==> config.mk <==
export PLATFORM = sky130hd
export DESIGN_NAME = cube_map_face_texel_address
export DESIGN_NICKNAME = d
export VERILOG_FILES = /design/src/rtl/core/cmfta_pkg.sv /design/src/rtl/core/cube_map_face_texel_address.sv
export SDC_FILE = /design/constraint.sdc
export NUM_CORES = 2
export LEC_CHECK = 0
export BUFFER_PORTS_ARGS = -buffer_cell sky130_fd_sc_hd__buf_4
export CAP_MARGIN = 15
export CORE_ASPECT_RATIO = 0.7
export CORE_MARGIN = 1
export CORE_UTILIZATION = 48
export DETAILED_ROUTE_END_ITERATION = 6
export GPL_TIMING_DRIVEN = 0
export PLACE_DENSITY = 0.74
export SYNTH_ARGS = -nofsm -noshare
export SYNTH_HDL_FRONTEND = slang
export SYNTH_SLANG_ARGS = --single-unit
==> constraint.sdc <==
create_clock -name clk_i -period 57 [get_ports clk_i]
set_input_delay 5.7 -clock clk_i [delete_from_list [all_inputs] [get_ports clk_i]]
set_output_delay 5.7 -clock clk_i [all_outputs]
set_load 0.05 [all_outputs]
==> src/rtl/core/cmfta_pkg.sv <==
// shared field widths, face codes and register indexes for cube map texel addressing
package cmfta_pkg;

  // result field widths
  localparam int FACE_W   = 3;
  localparam int TEXEL_W  = 10;
  localparam int INDEX_W  = 20;
  localparam int M_TDATA_W = 48;

  // configuration port
  localparam int CFG_W      = 11;
  localparam int CFG_IDX_W  = 1;
  localparam int SIZE_RESET = 128;

  // register indexes
  localparam logic [CFG_IDX_W-1:0] REG_FACE_WIDTH  = 1'b0;
  localparam logic [CFG_IDX_W-1:0] REG_FACE_HEIGHT = 1'b1;

  // face codes
  localparam logic [FACE_W-1:0] FACE_POS_X = 3'd0;
  localparam logic [FACE_W-1:0] FACE_NEG_X = 3'd1;
  localparam logic [FACE_W-1:0] FACE_POS_Y = 3'd2;
  localparam logic [FACE_W-1:0] FACE_NEG_Y = 3'd3;
  localparam logic [FACE_W-1:0] FACE_POS_Z = 3'd4;
  localparam logic [FACE_W-1:0] FACE_NEG_Z = 3'd5;

endpackage

==> src/rtl/core/cube_map_face_texel_address.sv <==
// cube map face selection and nearest-texel addressing pipeline
//
//  channel   dir  handshake                 payload
//  s_axis    in   tvalid/tready             tdata: dir_x, dir_y, dir_z
//  m_axis    out  tvalid/tready             tdata: face, texel_u, texel_v, texel_index
//                                           tuser: zero_vector
//  cfg       in   we (no back-pressure)     index, data
//
// one word per cycle while the output is not stalled; a word passes through stages 1 to 3, the
// divider stages, the clamp stage and the output stage; the divider resolves SB = $clog2(MAX_FACE_SIZE+1)
// quotient bits, one per pipeline stage, for u and v side by side.
// reset clears all valid bits and loads both face sizes with 128, or with MAX_FACE_SIZE if that is smaller.
// the whole pipeline advances when the output register is empty or taken; a stall
// freezes every stage, so nothing is dropped or repeated.
module cube_map_face_texel_address #(
  parameter int MAX_FACE_SIZE  = 1024,
  parameter int COMPONENT_BITS = 16
) (
  input  logic                                 clk_i,
  input  logic                                 rst_ni,
  // configuration write port
  input  logic                                 cfg_we_i,
  input  logic [cmfta_pkg::CFG_IDX_W-1:0]      cfg_index_i,
  input  logic [cmfta_pkg::CFG_W-1:0]          cfg_data_i,
  // input words
  input  logic                                 s_axis_tvalid_i,
  output logic                                 s_axis_tready_o,
  // dir_x, dir_y, dir_z, zero padding
  input  logic [((3*COMPONENT_BITS+7)/8)*8-1:0] s_axis_tdata_i,
  // result words
  output logic                                 m_axis_tvalid_o,
  input  logic                                 m_axis_tready_i,
  // face, texel_u, texel_v, texel_index, zero padding
  output logic [cmfta_pkg::M_TDATA_W-1:0]      m_axis_tdata_o,
  // zero_vector
  output logic                                 m_axis_tuser_o
);

  localparam int CB = COMPONENT_BITS;
  localparam int SB = $clog2(MAX_FACE_SIZE + 1);
  localparam int AW = CB + 1;
  localparam int NB = AW + SB;
  localparam int QB = SB;
  localparam int FW = cmfta_pkg::FACE_W;
  localparam int TW = cmfta_pkg::TEXEL_W;
  localparam int XW = cmfta_pkg::INDEX_W;
  localparam int OW = cmfta_pkg::M_TDATA_W;
  localparam int IW = 2 * SB + 1;
  localparam int RESET_SIZE = (cmfta_pkg::SIZE_RESET > MAX_FACE_SIZE) ?
                              MAX_FACE_SIZE : cmfta_pkg::SIZE_RESET;

  typedef struct packed {
    logic [AW-1:0] rem_u;
    logic [AW-1:0] rem_v;
    logic [QB-1:0] low_u;
    logic [QB-1:0] low_v;
    logic [QB-1:0] quo_u;
    logic [QB-1:0] quo_v;
    logic [AW-1:0] dvs;
    logic [FW-1:0] face;
    logic          zero;
  } div_t;

  logic          en;

  logic [SB-1:0] size_w_q, size_h_q;
  logic [SB-1:0] size_d;

  logic signed [CB-1:0] cx, cy, cz;
  logic [CB-1:0] ax, ay, az;
  logic [AW-1:0] px, py, pz, nx, ny, nz;
  logic [FW-1:0] face_d;
  logic [CB-1:0] mag_d;
  logic [AW-1:0] su_d, sv_d;

  logic          v1_q, v2_q, v3_q, v4_q;
  logic [FW-1:0] face1_q, face2_q;
  logic [CB-1:0] mag1_q;
  logic [AW-1:0] su1_q, sv1_q;
  logic          zero1_q, zero2_q;
  logic [AW-1:0] au2_q, av2_q, dvs2_q;
  logic [NB-1:0] num_u, num_v;

  div_t          div_q [QB+1];
  logic          dv_q  [QB+1];

  logic [QB-1:0] tu4_q, tv4_q;
  logic [FW-1:0] face4_q;
  logic          zero4_q;
  logic [QB-1:0] tu_d, tv_d;

  logic [IW-1:0] index_d;
  logic          out_valid_q;
  logic [FW-1:0] out_face_q;
  logic [QB-1:0] out_u_q, out_v_q;
  logic [XW-1:0] out_index_q;
  logic          out_zero_q;

  // global advance: output register empty or being taken
  assign en = !out_valid_q || m_axis_tready_i;
  assign s_axis_tready_o = en;

  // effective face size: zero reads as one, large values saturate
  always_comb begin
    if (cfg_data_i == '0) begin
      size_d = SB'(1);
    end else if (int'(cfg_data_i) > MAX_FACE_SIZE) begin
      size_d = SB'(MAX_FACE_SIZE);
    end else begin
      size_d = SB'(cfg_data_i);
    end
  end

  // configuration registers
  always_ff @(posedge clk_i or negedge rst_ni) begin
    if (!rst_ni) begin
      size_w_q <= SB'(RESET_SIZE);
      size_h_q <= SB'(RESET_SIZE);
    end else if (cfg_we_i) begin
      case (cfg_index_i)
        cmfta_pkg::REG_FACE_WIDTH:  size_w_q <= size_d;
        cmfta_pkg::REG_FACE_HEIGHT: size_h_q <= size_d;
        default: ;
      endcase
    end
  end

  // stage 1: magnitudes, major axis and projected coordinates
  always_comb begin
    cx = $signed(s_axis_tdata_i[CB-1:0]);
    cy = $signed(s_axis_tdata_i[2*CB-1:CB]);
    cz = $signed(s_axis_tdata_i[3*CB-1:2*CB]);
    ax = cx[CB-1] ? (~cx + 1'b1) : cx;
    ay = cy[CB-1] ? (~cy + 1'b1) : cy;
    az = cz[CB-1] ? (~cz + 1'b1) : cz;
    px = {cx[CB-1], cx};
    py = {cy[CB-1], cy};
    pz = {cz[CB-1], cz};
    nx = ~px + 1'b1;
    ny = ~py + 1'b1;
    nz = ~pz + 1'b1;
    // ties go to the lower axis
    if (ax >= ay && ax >= az) begin
      mag_d  = ax;
      face_d = cx[CB-1] ? cmfta_pkg::FACE_NEG_X : cmfta_pkg::FACE_POS_X;
    end else if (ay >= az) begin
      mag_d  = ay;
      face_d = cy[CB-1] ? cmfta_pkg::FACE_NEG_Y : cmfta_pkg::FACE_POS_Y;
    end else begin
      mag_d  = az;
      face_d = cz[CB-1] ? cmfta_pkg::FACE_NEG_Z : cmfta_pkg::FACE_POS_Z;
    end
    // per-face orientation
    unique case (face_d)
      cmfta_pkg::FACE_POS_X: begin su_d = nz; sv_d = ny; end
      cmfta_pkg::FACE_NEG_X: begin su_d = pz; sv_d = ny; end
      cmfta_pkg::FACE_POS_Y: begin su_d = px; sv_d = pz; end
      cmfta_pkg::FACE_NEG_Y: begin su_d = px; sv_d = nz; end
      cmfta_pkg::FACE_POS_Z: begin su_d = px; sv_d = ny; end
      default:               begin su_d = nx; sv_d = ny; end
    endcase
  end

  always_ff @(posedge clk_i or negedge rst_ni) begin
    if (!rst_ni) begin
      v1_q <= 1'b0;
    end else if (en) begin
      v1_q <= s_axis_tvalid_i;
    end
  end

  always_ff @(posedge clk_i) begin
    if (en) begin
      face1_q <= face_d;
      mag1_q  <= mag_d;
      su1_q   <= su_d;
      sv1_q   <= sv_d;
      zero1_q <= (mag_d == '0);
    end
  end

  // stage 2: shift coordinates to [0, 2m] and form the divisor
  always_ff @(posedge clk_i or negedge rst_ni) begin
    if (!rst_ni) begin
      v2_q <= 1'b0;
    end else if (en) begin
      v2_q <= v1_q;
    end
  end

  always_ff @(posedge clk_i) begin
    if (en) begin
      au2_q   <= su1_q + AW'(mag1_q);
      av2_q   <= sv1_q + AW'(mag1_q);
      dvs2_q  <= {mag1_q, 1'b0};
      face2_q <= face1_q;
      zero2_q <= zero1_q;
    end
  end

  // stage 3: scale by face size, split dividend into start remainder and low bits
  assign num_u = NB'(au2_q) * NB'(size_w_q);
  assign num_v = NB'(av2_q) * NB'(size_h_q);

  always_ff @(posedge clk_i or negedge rst_ni) begin
    if (!rst_ni) begin
      dv_q[0] <= 1'b0;
    end else if (en) begin
      dv_q[0] <= v2_q;
    end
  end

  always_ff @(posedge clk_i) begin
    if (en) begin
      div_q[0].rem_u <= num_u[NB-1:QB];
      div_q[0].rem_v <= num_v[NB-1:QB];
      div_q[0].low_u <= num_u[QB-1:0];
      div_q[0].low_v <= num_v[QB-1:0];
      div_q[0].quo_u <= '0;
      div_q[0].quo_v <= '0;
      div_q[0].dvs   <= dvs2_q;
      div_q[0].face  <= face2_q;
      div_q[0].zero  <= zero2_q;
    end
  end

  // divider stages: one restoring step per stage for u and v
  for (genvar k = 0; k < QB; k++) begin : g_div
    logic [AW:0] trial_u, trial_v;
    logic        hit_u, hit_v;
    div_t        nxt;

    always_comb begin
      trial_u = {div_q[k].rem_u, div_q[k].low_u[QB-1]};
      trial_v = {div_q[k].rem_v, div_q[k].low_v[QB-1]};
      hit_u   = trial_u >= {1'b0, div_q[k].dvs};
      hit_v   = trial_v >= {1'b0, div_q[k].dvs};
      nxt       = div_q[k];
      nxt.rem_u = hit_u ? AW'(trial_u - {1'b0, div_q[k].dvs}) : trial_u[AW-1:0];
      nxt.rem_v = hit_v ? AW'(trial_v - {1'b0, div_q[k].dvs}) : trial_v[AW-1:0];
      nxt.low_u = div_q[k].low_u << 1;
      nxt.low_v = div_q[k].low_v << 1;
      nxt.quo_u = (div_q[k].quo_u << 1) | QB'(hit_u);
      nxt.quo_v = (div_q[k].quo_v << 1) | QB'(hit_v);
    end

    always_ff @(posedge clk_i or negedge rst_ni) begin
      if (!rst_ni) begin
        dv_q[k+1] <= 1'b0;
      end else if (en) begin
        dv_q[k+1] <= dv_q[k];
      end
    end

    always_ff @(posedge clk_i) begin
      if (en) begin
        div_q[k+1] <= nxt;
      end
    end
  end

  // clamp stage: far face edge lands on size - 1
  always_comb begin
    tu_d = (div_q[QB].quo_u > size_w_q - 1'b1) ? size_w_q - 1'b1 : div_q[QB].quo_u;
    tv_d = (div_q[QB].quo_v > size_h_q - 1'b1) ? size_h_q - 1'b1 : div_q[QB].quo_v;
  end

  always_ff @(posedge clk_i or negedge rst_ni) begin
    if (!rst_ni) begin
      v4_q <= 1'b0;
    end else if (en) begin
      v4_q <= dv_q[QB];
    end
  end

  always_ff @(posedge clk_i) begin
    if (en) begin
      tu4_q   <= tu_d;
      tv4_q   <= tv_d;
      face4_q <= div_q[QB].face;
      zero4_q <= div_q[QB].zero;
    end
  end

  // output stage: linear index, zero vector override
  assign index_d = IW'(tv4_q) * IW'(size_w_q) + IW'(tu4_q);

  always_ff @(posedge clk_i or negedge rst_ni) begin
    if (!rst_ni) begin
      out_valid_q <= 1'b0;
    end else if (en) begin
      out_valid_q <= v4_q;
    end
  end

  always_ff @(posedge clk_i) begin
    if (en) begin
      out_zero_q  <= zero4_q;
      out_face_q  <= zero4_q ? '0 : face4_q;
      out_u_q     <= zero4_q ? '0 : tu4_q;
      out_v_q     <= zero4_q ? '0 : tv4_q;
      out_index_q <= zero4_q ? '0 : XW'(index_d);
    end
  end

  assign m_axis_tvalid_o = out_valid_q;
  assign m_axis_tuser_o  = out_zero_q;
  assign m_axis_tdata_o  = {(OW - FW - 2 * TW - XW)'(0), out_index_q,
                            TW'(out_v_q), TW'(out_u_q), out_face_q};

`ifndef SYNTHESIS
  // zero vector word carries face 0, texel_u 0 and texel index 0
  a_zero_word: assert property (@(posedge clk_i) disable iff (!rst_ni)
    out_valid_q && out_zero_q |-> out_face_q == '0 && out_index_q == '0 && out_u_q == '0)
    else $error("zero vector word with nonzero address");

  // face code stays within the six faces
  a_face_range: assert property (@(posedge clk_i) disable iff (!rst_ni)
    out_valid_q |-> out_face_q <= cmfta_pkg::FACE_NEG_Z)
    else $error("face code out of range");

  // clamp keeps texel inside the face
  a_clamp: assert property (@(posedge clk_i) disable iff (!rst_ni)
    out_valid_q |-> out_u_q < size_w_q && out_v_q < size_h_q)
    else $error("texel outside face");

  // a stalled result word is held
  a_stall_hold: assert property (@(posedge clk_i) disable iff (!rst_ni)
    out_valid_q && !m_axis_tready_i |=> out_valid_q && $stable(m_axis_tdata_o)
      && $stable(m_axis_tuser_o))
    else $error("stalled result word changed");
`endif

endmodule
# == Word level (Yosys, flattened, before mapping) ==
# Memory sizes are Yosys's and may differ from the RTL's.
# Cells that the tools add are included.
# totals
ff_bits,216
ram_bits,1188
in_bits,65
out_inout_bits,51
word_cells,184
n_memories,1
# classes
n_addsub,33
multipliers,3
magnitude_cmp,28
eq_ne,4
mux,40
bitwise_logic,29
n_reduce_logical,9
# mem_list
memory,depth,width,read_ports,rd_ports_with_merged_regs,wr,line,rtl
div_q,12,99,12,0,12,cube_map_face_texel_address.sv:84,div_t div_q [QB+1];
# ops
operator,count
greater-or-equal comparator 18 x 17 -> 1 bit,22
2-to-1 mux 17 bit,22
subtractor 17 bit,22
bitwise OR 11 x 1 -> 11 bit,22
2-to-1 mux 16 bit,5
multiplier 17 x 11 -> 28 bit,2
"adder 17 x 1 -> 17 bit, second input constant",3
NOT 17 bit,3
one-hot mux 17 bit (3 select lines),1
"adder 16 x 1 -> 16 bit, second input constant",3
greater-or-equal comparator 16 bit,3
NOT 16 bit,3
2-to-1 mux 11 bit,4
adder 17 x 16 -> 17 bit,2
one-hot mux 17 bit (2 select lines),1
greater-than comparator 11 bit,2
"subtractor 11 x 1 -> 11 bit, second input constant",2
adder 20 x 11 -> 20 bit,1
multiplier 11 x 11 -> 20 bit,1
logical NOT 16 bit,1
"greater-than comparator 11 bit, second input constant",1
logical NOT 11 bit,1
"== test 3 x 2 -> 1 bit, second input constant",2
2-to-1 mux 3 bit,2
other kinds (10),15

# == Longest topological paths before layout ==
# depth
word_depth,9
ltp_mapped,25
mapped_depth_nobuf,22

# == Worst setup path after synthesis ==
# OpenSTA, ideal clock, no wires.
# synth_path
path_kind,input-to-output
from,input port m_axis_tready_i
to,output port s_axis_tready_o
arrival_time_ns,26.393
t_required_ns,51.300
path_slack_ns,24.907
cell_stages,4
n_path_buf,2
path_cell_list,nor2b_1 -> clkbuf_1 -> buf_1 -> inv_1
# synth_via
elab_chain_cells,1
# synth_rtl
item,line,rtl
from (decl),cube_map_face_texel_address.sv:32,"input logic m_axis_tready_i,"
logical OR 1 bit,cube_map_face_texel_address.sv:100,assign en = !out_valid_q || m_axis_tready_i;
to (decl),cube_map_face_texel_address.sv:27,"output logic s_axis_tready_o,"
# Every way passes these cells.

# == Worst setup path after layout ==
# Same ends and word-level chain as after synthesis.

==> reports/summary.txt <==
die area = 0.1543 mm^2
met3 usage = 4.329%
vias = 49650
Crit Reg-Reg Endpoint = div_q[0][98]
Worst Setup Start Kind = primary input
Final ANT Viol Nets = 0
R2R Setup Slk = 49150 ps
Mapped Area = 0.07329 mm^2
Critical path origin = m_axis_tready_i
wire per inst = 20.51 um
# fillers = 12800
share of post-route cells with drive strength above 1 = 8.392%
sequential element share of the synthesized area = 43.91%
syn avg cell area = 11.18 um^2
core area = 0.1510 mm^2
height of the die = 328.9 um
first-pass GRT wire length = 279.3 mm
Seq cells post-synth = 1078
Routed WL = 181.7 mm
# H-tree levels = 3
Reg-to-Reg Start = size_w_q[2]
CP Max Fanout = 71
Area Growth Syn to Fin = 9.620%
largest net degree at the start of global routing = 142
Post CTS Setup Buffer Count = 0
synthesized instance count = 6558
number of synthesized flops with an enable pin = 1040
total grt overflow = 0
Pins Over Slew Limit = 0
row count = 119
RSZ-0062 raised after global routing = no
Hold Vio Cnt, Final = 0
crit path kind = primary input to output port
hpwl dp = 142.9 mm
Tot GR Track Use = 23.56%
CP endpoint kind = output port
Ys Warns = 0
Max Buffers Root-to-Sink = 3
die outline width = 469.0 um
cells on worst reg2reg path = 23
DR vias/cell = 5.604
Final min period = 13230 ps
vias in the first global route = 47570
# port buffers = 103
fmax = 75.59 MHz
clk_lat worst skew = 740 ps
most frequent cells in the layout = edfxtp_1, inv_1, ha_1
IO Count = 116
layer with the highest usage = met1
clk root buf = clkbuf_16
Arr. time, crit path = 7530 ps
Worst Setup EP = s_axis_tready_o
RePlAce Congestion = 0.9443
setup TNS = 0 ps
Final #Nets = 7867
1st-iter DRT viols = 5071
synth unique cells = 76
flip-flop and latch area = 0.03218 mm^2
WP data required = 51300 ps
status = complete, no violations
Tightest Pin Transition = 1070 ps
Worst Hold Class = flop to flop
Initial Utilization = 48.54%
commonest non-fill, non-tap cell in the layout = edfxtp_1
fin cells = 8860
initial antenna violation count = 4
post-CTS sizing = 0
n_diodes = 0
Multi-input gate area = 0.03733 mm^2
Slew HR = 28.17%
TritonCTS buffer count = 102
setup violators final = 0
cts hold-fix bufs = 0
placed cells = 8669
fraction of registers with async set/reset = 3.525%
# DRC = 0
Layout Skew = 37.68 ps
Synth Flop Type = edfxtp_1
max capacitance violation total = 0
TritonRoute pass-1 iters = 6
CTS tree = done
met1 usage = 36.52%
Clk pin slew, worst setup/hold paths = 70 ps
clk sinks = 1078
Tcrit/Tclk final = 23.21%
routing usage on met2 = 34.28%
## cells in the mapped netlist, drive strengths merged (11+ instances only)
| master | number | area, um^2 |
|---|---|---|
| xnor2 | 283 | 2479 |
| mux2i | 65 | 650.6 |
| inv | 816 | 3063 |
| nand2 | 596 | 2240 |
| dfrtp | 36 | 900.9 |
| a211oi | 47 | 362.8 |
| or2 | 18 | 112.6 |
| and3 | 31 | 193.9 |
| clkbuf | 163 | 611.8 |
| a31oi | 21 | 131.4 |
| a21oi | 312 | 1562 |
| edfxtp | 1040 | 31230 |
| fa | 380 | 7607 |
| a21o | 115 | 863.3 |
| ha | 645 | 8070 |
| o21bai | 35 | 262.8 |
| and2 | 230 | 1439 |
| or4 | 13 | 97.59 |
| nor4 | 24 | 150.1 |
| nor3 | 89 | 445.4 |
| buf | 24 | 116.4 |
| a21boi | 35 | 262.8 |
| nand3 | 65 | 325.3 |
| o21ai | 251 | 1256 |
| mux2 | 238 | 2680 |
| nand4 | 47 | 294.0 |
| a41oi | 11 | 96.34 |
| a211o | 18 | 157.7 |
| xor2 | 145 | 1277 |
| nand4b | 17 | 148.9 |
| nand2b | 65 | 406.6 |
| or3 | 36 | 245.2 |
| nor2b | 103 | 644.4 |
| o31ai | 19 | 142.6 |
| o21a | 54 | 405.4 |
| nor2 | 361 | 1355 |
## per-layer routing
metal	share of wire, %	vias up
li1	-	23130
met1	47	24350
met2	42	1937
met3	8.8	231
met4	2.1	2
met5	0.0061	-
## metrics by stage
stage,util (%),worst slack [ps],instance area (um^2),hold slack (ps)
2_1_floorplan,-,24910,73300,400.3
3_3_place_gp,50.72,15500,76570,400.4
3_5_place_dp,50.87,43730,76800,404.5
4_1_cts,53.21,43720,80340,394.7
5_1_grt,53.21,43610,80340,408.1
6_report,53.21,43770,80340,411.9
## layout make-up
cell class / count / area share, %
Sequential cell: 1078 / 40.06
Clock buffer: 115 / 3.264
Multi-Input combinational cell: 4481 / 46.46
Timing Repair Buffer: 111 / 1.237
Inverter: 816 / 3.822
Buffer: 187 / 0.9064
Tap cell: 1996 / 3.109
Clock inverter: 76 / 1.138
## worst max-delay path: stages
cell and delay [ps]:
buf_4 110, nor2b_1 130, clkbuf_1 370, buf_1 570
inv_8 330, buf_4 300
## worst min path at each step
stage               slack, ps       endpoint          start  cells past startpoint
CTS                       390  div_q[0][255]  div_q[0][155]                      0
global route              410  div_q[0][243]  div_q[0][143]                      0
global placement          400  div_q[2][201]  div_q[2][102]                      0
detailed placement        400   div_q[0][13]      dvs2_q[9]                      0
finish                    410  div_q[0][320]  div_q[0][220]                      0
floorplan                 400    div_q[0][0]        zero2_q                      0
## cell families after synthesis
group,synth area share (%)
and+or+nand+nor,11.27
muxes,4.545
DFF,43.91
adders and majority gates,21.39
buffers and inverters,5.173
other,0.005117
xor gates and xnor gates,5.125
AOI/OAI and AO/OA,8.582
## state kept, by name (all words and copies together), names as in the netlist, 10 cells and up
name,cells
av2_q,17
div_q,862
out_v_q,10
mag1_q,16
dvs2_q,16
su1_q,17
sv1_q,17
tv4_q,11
tu4_q,11
size_h_q,11
au2_q,17
out_index_q,20
size_w_q,11
dv_q,12
out_u_q,10
Power is left out: the tool's default activity adds up to more than one toggle a clock period on the data nets, which glitch-free logic cannot reach.
